`config.mk`:
```
export PLATFORM = sky130hd
export DESIGN_NAME = lrnbw_ctrl
export DESIGN_NICKNAME = d
export VERILOG_FILES = /design/src/rtl/lrnbw_pkg.sv /design/src/rtl/lrnbw_ctrl.sv
export SDC_FILE = /design/constraint.sdc
export NUM_CORES = 1
export LEC_CHECK = 0
export ABC_AREA = 1
export BUFFER_PORTS_ARGS = -buffer_cell sky130_fd_sc_hd__buf_2
export CORE_ASPECT_RATIO = 1.4
export CORE_MARGIN = 2
export CORE_UTILIZATION = 40
export CTS_CLUSTER_DIAMETER = 30
export DETAILED_ROUTE_END_ITERATION = 8
export HOLD_SLACK_MARGIN = 0.03
export PLACE_DENSITY = 0.63
export RECOVER_POWER = 100
export SLEW_MARGIN = 20
export SYNTH_ARGS = -nofsm -noshare
export SYNTH_HDL_FRONTEND = slang
export SYNTH_SLANG_ARGS = --single-unit
```
`constraint.sdc`:
```
create_clock -name clk -period 3.15 [get_ports clk]
set_input_delay 0.1575 -clock clk [delete_from_list [all_inputs] [get_ports clk]]
set_output_delay 0.1575 -clock clk [all_outputs]
set_load 0.02 [all_outputs]
```
`src/rtl/lrnbw_pkg.sv`:
```
// Shared types, constants and constant tables for the LRN backward channel window.
// No dependencies; every file but the checker refers to it by scoped names.
package lrnbw_pkg;

    localparam int MAX_WINDOW = 15;
    localparam int PEND_DEPTH = MAX_WINDOW / 2 + 1;
    localparam int WIN_IDX_W  = $clog2(MAX_WINDOW);
    localparam int PEND_IDX_W = $clog2(PEND_DEPTH);
    localparam int FRAC_BITS  = 24;
    localparam int ITER_W     = $clog2(FRAC_BITS);
    localparam int SUM_W      = 32 + $clog2(MAX_WINDOW) + 1;
    localparam int MUL_W      = 115;
    localparam int CNT_W      = 8;
    localparam int DIV_STEPS  = 63;
    localparam int DIV_CNT_W  = $clog2(DIV_STEPS + 1);

    typedef enum logic [1:0] {
        REG_WINDOW_SIZE   = 2'd0,
        REG_ALPHA_SCALE   = 2'd1,
        REG_BETA_EXPONENT = 2'd2
    } reg_idx_t;

    localparam logic [3:0]  WINDOW_SIZE_RST   = 4'd5;
    localparam logic [31:0] ALPHA_SCALE_RST   = 32'd429497;
    localparam logic [15:0] BETA_EXPONENT_RST = 16'd3072;

    typedef struct packed {
        logic [3:0]  window_size;
        logic [31:0] alpha_scale;
        logic [15:0] beta_exponent;
    } cfg_t;

    typedef struct packed {
        logic load;
        logic norm_step;
        logic log_step;
        logic beta_calc;
        logic exp_step;
        logic vmul;
        logic vshift;
        logic push;
        logic plan;
        logic sum_step;
        logic mul_set;
        logic mul_step;
        logic mul2_set;
        logic finish;
        logic out_load;
        logic next_emit;
        logic clear_cnt;
    } dp_cmd_t;

    typedef struct packed {
        logic norm_done;
        logic iter_last;
        logic div_done;
        logic emit_req;
        logic last_item;
        logic sum_done;
        logic mulb_zero;
        logic out_free;
        logic more_emit;
    } dp_status_t;

    typedef enum logic [14:0] {
        ST_IDLE   = 15'b000000000000001,
        ST_NORM   = 15'b000000000000010,
        ST_LOG    = 15'b000000000000100,
        ST_BETA   = 15'b000000000001000,
        ST_EXP    = 15'b000000000010000,
        ST_VMUL   = 15'b000000000100000,
        ST_VSHIFT = 15'b000000001000000,
        ST_WDIV   = 15'b000000010000000,
        ST_PLAN   = 15'b000000100000000,
        ST_SUM    = 15'b000001000000000,
        ST_MSET   = 15'b000010000000000,
        ST_MUL1   = 15'b000100000000000,
        ST_MUL2   = 15'b001000000000000,
        ST_FIN    = 15'b010000000000000,
        ST_OUT    = 15'b100000000000000
    } state_t;

    typedef logic [31:0] root_tbl_t [FRAC_BITS];

    // Integer square root, evaluated only while building the root table.
    function automatic logic [63:0] isqrt64(input logic [63:0] v);
        logic [63:0] r;
        logic [63:0] b;
        logic [63:0] rem;
        int i;
        r   = 64'd0;
        rem = v;
        b   = 64'd1 << 62;
        for (i = 0; i < 32; i++)
        begin
            if (rem >= r + b)
            begin
                rem = rem - (r + b);
                r   = (r >> 1) + b;
            end
            else
            begin
                r = r >> 1;
            end
            b = b >> 2;
        end
        return r;
    endfunction

    // Entry j holds 2^(2^-(j+1)) in Q2.30, each root taken from the one before.
    function automatic root_tbl_t build_roots();
        root_tbl_t t;
        logic [63:0] r;
        int j;
        r = 64'h8000_0000;
        for (j = 0; j < FRAC_BITS; j++)
        begin
            r    = isqrt64(r << 30);
            t[j] = r[31:0];
        end
        return t;
    endfunction

    localparam root_tbl_t ROOT_TBL = build_roots();

endpackage

```
`src/rtl/lrnbw_ctrl.sv`:
```
// Sequencer for one channel: power chain, push, then one pass per emitted result.
// Uses lrnbw_pkg command, status and state types.
module lrnbw_ctrl (
    input  logic                  clk,
    input  logic                  rst_n,
    input  logic                  in_valid,
    output logic                  in_ready,
    input  lrnbw_pkg::dp_status_t status,
    output lrnbw_pkg::dp_cmd_t    cmd
);

    lrnbw_pkg::state_t state_reg;
    lrnbw_pkg::state_t state_next;

    always_ff @(posedge clk or negedge rst_n)
    begin
        if (!rst_n)
        begin
            state_reg <= lrnbw_pkg::ST_IDLE;
        end
        else
        begin
            state_reg <= state_next;
        end
    end

    always_comb
    begin
        cmd        = '0;
        state_next = state_reg;
        in_ready   = 1'b0;
        unique case (state_reg)
            lrnbw_pkg::ST_IDLE:
            begin
                in_ready = 1'b1;
                if (in_valid)
                begin
                    cmd.load   = 1'b1;
                    state_next = lrnbw_pkg::ST_NORM;
                end
            end
            lrnbw_pkg::ST_NORM:
            begin
                if (status.norm_done)
                begin
                    state_next = lrnbw_pkg::ST_LOG;
                end
                else
                begin
                    cmd.norm_step = 1'b1;
                end
            end
            lrnbw_pkg::ST_LOG:
            begin
                cmd.log_step = 1'b1;
                if (status.iter_last)
                begin
                    state_next = lrnbw_pkg::ST_BETA;
                end
            end
            lrnbw_pkg::ST_BETA:
            begin
                cmd.beta_calc = 1'b1;
                state_next    = lrnbw_pkg::ST_EXP;
            end
            lrnbw_pkg::ST_EXP:
            begin
                cmd.exp_step = 1'b1;
                if (status.iter_last)
                begin
                    state_next = lrnbw_pkg::ST_VMUL;
                end
            end
            lrnbw_pkg::ST_VMUL:
            begin
                cmd.vmul   = 1'b1;
                state_next = lrnbw_pkg::ST_VSHIFT;
            end
            lrnbw_pkg::ST_VSHIFT:
            begin
                cmd.vshift = 1'b1;
                state_next = lrnbw_pkg::ST_WDIV;
            end
            lrnbw_pkg::ST_WDIV:
            begin
                if (status.div_done)
                begin
                    cmd.push   = 1'b1;
                    state_next = lrnbw_pkg::ST_PLAN;
                end
            end
            lrnbw_pkg::ST_PLAN:
            begin
                cmd.plan   = 1'b1;
                state_next = status.emit_req ? lrnbw_pkg::ST_SUM : lrnbw_pkg::ST_IDLE;
            end
            lrnbw_pkg::ST_SUM:
            begin
                cmd.sum_step = 1'b1;
                if (status.sum_done)
                begin
                    state_next = lrnbw_pkg::ST_MSET;
                end
            end
            lrnbw_pkg::ST_MSET:
            begin
                cmd.mul_set = 1'b1;
                state_next  = lrnbw_pkg::ST_MUL1;
            end
            lrnbw_pkg::ST_MUL1:
            begin
                if (status.mulb_zero)
                begin
                    cmd.mul2_set = 1'b1;
                    state_next   = lrnbw_pkg::ST_MUL2;
                end
                else
                begin
                    cmd.mul_step = 1'b1;
                end
            end
            lrnbw_pkg::ST_MUL2:
            begin
                if (status.mulb_zero)
                begin
                    state_next = lrnbw_pkg::ST_FIN;
                end
                else
                begin
                    cmd.mul_step = 1'b1;
                end
            end
            lrnbw_pkg::ST_FIN:
            begin
                cmd.finish = 1'b1;
                state_next = lrnbw_pkg::ST_OUT;
            end
            lrnbw_pkg::ST_OUT:
            begin
                if (status.out_free)
                begin
                    cmd.out_load = 1'b1;
                    if (status.more_emit)
                    begin
                        cmd.next_emit = 1'b1;
                        state_next    = lrnbw_pkg::ST_SUM;
                    end
                    else
                    begin
                        cmd.clear_cnt = status.last_item;
                        state_next    = lrnbw_pkg::ST_IDLE;
                    end
                end
            end
            default:
            begin
                state_next = lrnbw_pkg::ST_IDLE;
            end
        endcase
    end

endmodule

```
# == After elaboration in Yosys (flattened, before gate mapping) ==
# Cells that the tools add are included.
# word_totals
output_inout_bits,18
ff_bits,15
input_bits,12
# op_classes
n_reduce_logical,2
mux,36
eq_ne,24
# ops
op,n
case mux 15 bit (15 select lines),1
two-way mux 15 bit,9
two-way mux 1 bit,22
two-way mux 10 bit,2
"inequality test 2 bit, second input constant",9
"== test 15 x 1 -> 1 bit, second input constant",1
"== test 15 x 10 -> 1 bit, second input constant",1
"== test 15 x 11 -> 1 bit, second input constant",1
"== test 15 x 12 -> 1 bit, second input constant",1
"== test 15 x 13 -> 1 bit, second input constant",1
"== test 15 x 14 -> 1 bit, second input constant",1
"== test 15 bit, second input constant",1
"== test 15 x 2 -> 1 bit, second input constant",1
"== test 15 x 3 -> 1 bit, second input constant",1
"== test 15 x 4 -> 1 bit, second input constant",1
"== test 15 x 5 -> 1 bit, second input constant",1
"== test 15 x 6 -> 1 bit, second input constant",1
"== test 15 x 7 -> 1 bit, second input constant",1
"== test 15 x 8 -> 1 bit, second input constant",1
"== test 15 x 9 -> 1 bit, second input constant",1
AND reduction 9 bit,1
two-way mux 3 bit,2
OR reduction 2 bit,1

# == Longest topological paths before layout ==
# depth
depth_word,3
mapped_depth,13

# == Worst setup path before layout ==
# No wires, ideal clock.
# synth_path
path_kind,flip-flop to output port
startpoint,register state_reg[2]
endpoint,output cmd[1] (netlist name)
required_ns,2.992
slack_ns,1.557
arrival_ns,1.435
path_buffers,1
path_stages_with_launch,7
cell_sequence,dfrtp_1 -> nor2_2 -> nand2_4 -> nor2_4 -> buf_6 -> nand2_2 -> nor3_1
# synth_lines
element,line,rtl
start: declaration,lrnbw_ctrl.sv:12,lrnbw_pkg::state_t state_reg;
start signal: assignment,lrnbw_ctrl.sv:19,state_reg <= lrnbw_pkg::ST_IDLE;
start signal: assignment,lrnbw_ctrl.sv:23,state_reg <= state_next;
end: declaration,lrnbw_ctrl.sv:9,output lrnbw_pkg::dp_cmd_t cmd

==> flow_summary.json <==
{
  "status": "finished, final reports clean",
  "ys_warn_count": 0,
  "yosys.area.top_type": "dfrtp_1",
  "placed_cells": 238,
  "syn_area_um2": 1180,
  "start_kind": "flip-flop",
  "dpl.hpwl_um": 2310,
  "worst_slack_ns": 0.757,
  "die-height_um": 68.3,
  "vdd_drop_max_v": 0.000190,
  "relSlewSlack_pct": 43.3,
  "start_util_pct": 41.5,
  "grt_first_pass_wirelength_um": 4440,
  "fin_util_pct": 46.7,
  "area_growth_pct": 12.6,
  "cts_root_buf": "clkbuf_8",
  "min_path_type": "input port to flip-flop",
  "grt_pass1_vias": 1045,
  "grt-ovfl-total": 0,
  "switching_power_mw": 0.330,
  "clock_sinks": 15,
  "synth_edf_count": 0,
  "rr_worst_depth": 10,
  "drv_cap": 0,
  "crit_chain": "nor2_1 -> nand2_4 -> nor2_1 -> nand2_1 -> nor2_1 -> clkbuf_1",
  "cts.repair.resized": 0,
  "clk_latency_ns": 0.25,
  "cts_tree": "yes",
  "fmax_mhz": 418,
  "drive_gt1_share_pct": 20.4,
  "wl_per_cell_um": 11.3,
  "cts_made_buffers": 3,
  "seqPwrFrac_pct": 32.5,
  "nets": 219,
  "dr.pass1.iters": 4,
  "htree_levels": 1,
  "n_antenna_cell": 0,
  "synthTopCellsByCount": "nand2_1, nor2_1, inv_1",
  "setup_viol": 0,
  "drt_wl_total_um": 2740,
  "p_comb_share_pct": 45.7,
  "powerDensity_nw_per_um2": 549,
  "synth_most_common_cell": "nand2_1",
  "path_max_fanout": 12,
  "cp.required_ns": 2.99,
  "synth_top_area_share_pct": 29.6,
  "slowest_stage": "nor2_1",
  "path_buf_inv": 1,
  "initialDrtViolationCount": 19,
  "worst_pin_slew_ns": 0.851,
  "ys_seq_area_share_pct": 31.9,
  "hold_path_depth": 3,
  "crit_type": "flip-flop to output port",
  "power.leakage_nw": 0.816,
  "drtAntennaViolNets": 0,
  "skew_ns": 0.00350,
  "dieWidth_um": 50.0,
  "die_area_um2": 3410,
  "gp_congestion": 0.880,
  "synthTopCellsByArea": "dfrtp_1, nand2_1, nor2_1, inv_1, nor2_2",
  "setup-tns-final_ns": 0,
  "max_stage_delay_ns": 0.56,
  "finalPower_mw": 0.731,
  "crit_top_cell": "nor2_1",
  "grt_max_degree": 16,
  "io_buffers": 29,
  "antenna_found_initial": 0,
  "pwr-share-clk_pct": 21.8,
  "vias_per_cell": 4.65,
  "worstSetupEndpointType": "output port",
  "period_minus_slack_ns": 2.39,
  "synthFlopType": "dfrtp_1",
  "rows": 23,
  "slew_violations": 0,
  "core_area_um2": 2850,
  "io_pins": 30,
  "instances_no_fill": 243,
  "synth-seq-cells": 15,
  "clock_path_buffers": 2,
  "drc": 0,
  "synth_fp_nets": 186,
  "p_sw_share_pct": 45.2,
  "clk_pin_slew_ns": 0.06,
  "synth_cell_types": 23,
  "min_period_over_period_pct": 76.0,
  "pre_cts_ws_ns": 1.34,
  "arrival_ns": 2.24,
  "largest_reg_flops": 15,
  "cp.depth": 6,
  "hold_violations": 0,
  "rsz0062_at_grt": "false",
  "vias": 1131,
  "syn_inst": 174,
  "grt_usage_pct": 18.1,
  "syn_area_per_cell_um2": 6.80,
  "async_reset_ff_share_pct": 100,
  "intPower_mw": 0.401,
  "critPathTopFamily": "simple AND/OR/NAND/NOR gates"
}
cell usage in the layout, fill, tap and decap left out:
cell type,netlist,final
buf_2,0,15
clkbuf_1,0,15
clkbuf_8,0,3
clkinvlp_2,0,1
dfrtp_1,14,14
dfstp_2,1,1
dlygate4sd3_1,0,1
inv_1,29,29
inv_2,2,2
nand2_1,42,46
nand2_2,5,2
nand2_4,4,3
nand3_1,9,10
nand3_2,1,1
nand3b_2,1,1
nand3b_4,1,1
nor2_1,32,36
nor2_2,10,8
nor2_4,3,2
nor3_1,3,3
o21ai_0,9,9
o21ai_2,1,1
o21bai_2,1,1
o22ai_1,1,1
repair_timing:
action,CTS,global route
hold buffers,1,0
buffers inserted,0,0
hold endpoints to repair,14,0
layout make-up:
| cell class | count | area (um^2) |
|---|---|---|
| Clock buffer | 4 | 45.0 |
| Multi-Input combinational cell | 125 | 604 |
| Sequential cell | 15 | 377 |
| Fill cell | 313 | 1520 |
| Timing Repair Buffer | 30 | 138 |
| Tap cell | 37 | 46.3 |
| Inverter | 32 | 121 |
metrics by stage:
stage / hold WS, ns / instance area, um^2
global route: 0.200 / 1330
global placement: 0.0889 / 1350
detailed placement: 0.0898 / 1350
floorplan: -0.138 / 1180
CTS: 0.172 / 1410
finish: 0.177 / 1330
layer usage:
metal | vias up | GRT usage [%] | routed length, um
met5 | - | 0 | 0
met4 | 0 | 14.6 | 65
met3 | 6 | 2.62 | 109
met2 | 31 | 33.7 | 1490
met1 | 504 | 17.8 | 1080
li1 | 590 | - | -
final timing paths:
path / slack [ns] / end / start
min: 0.18 / state_reg[9] / status[3]
max in group asynchronous: 2.10 / state_reg[5] / rst_n
min in group asynchronous: 0.53 / state_reg[7] / rst_n
min reg2reg: 0.56 / state_reg[2] / state_reg[2]
max reg2reg: 0.83 / state_reg[3] / state_reg[11]
max: 0.76 / cmd[0] / state_reg[2]
power groups by stage:
stage,Sequential [mW],Combinational [mW],Clock (mW)
finish,0.238,0.334,0.159
global route,0.242,0.388,0.167
CTS,0.240,0.392,0.162
detailed placement,0.243,0.389,0
global placement,0.243,0.386,0
floorplan,0.239,0.330,0
cells by family after synthesis:
family                 synth area share [%]
and+or+nand+nor                        49.8
buffers and inverters                  12.3
DFF                                    31.9
AOI/OAI and AO/OA                      6.03
worst register-to-register path, stage by stage (launching register included):
cell and delay, ns:
dfrtp_1 0.41, nor2_1 0.09, nand2_1 0.23, nor2_4 0.13, nand2_1 0.20, nand2_1 0.09
nand2_2 0.07, nand3_1 0.11, nor2_1 0.40, clkinvlp_2 0.38, nor2_2 0.15
(Power assumes the default switching activity.)
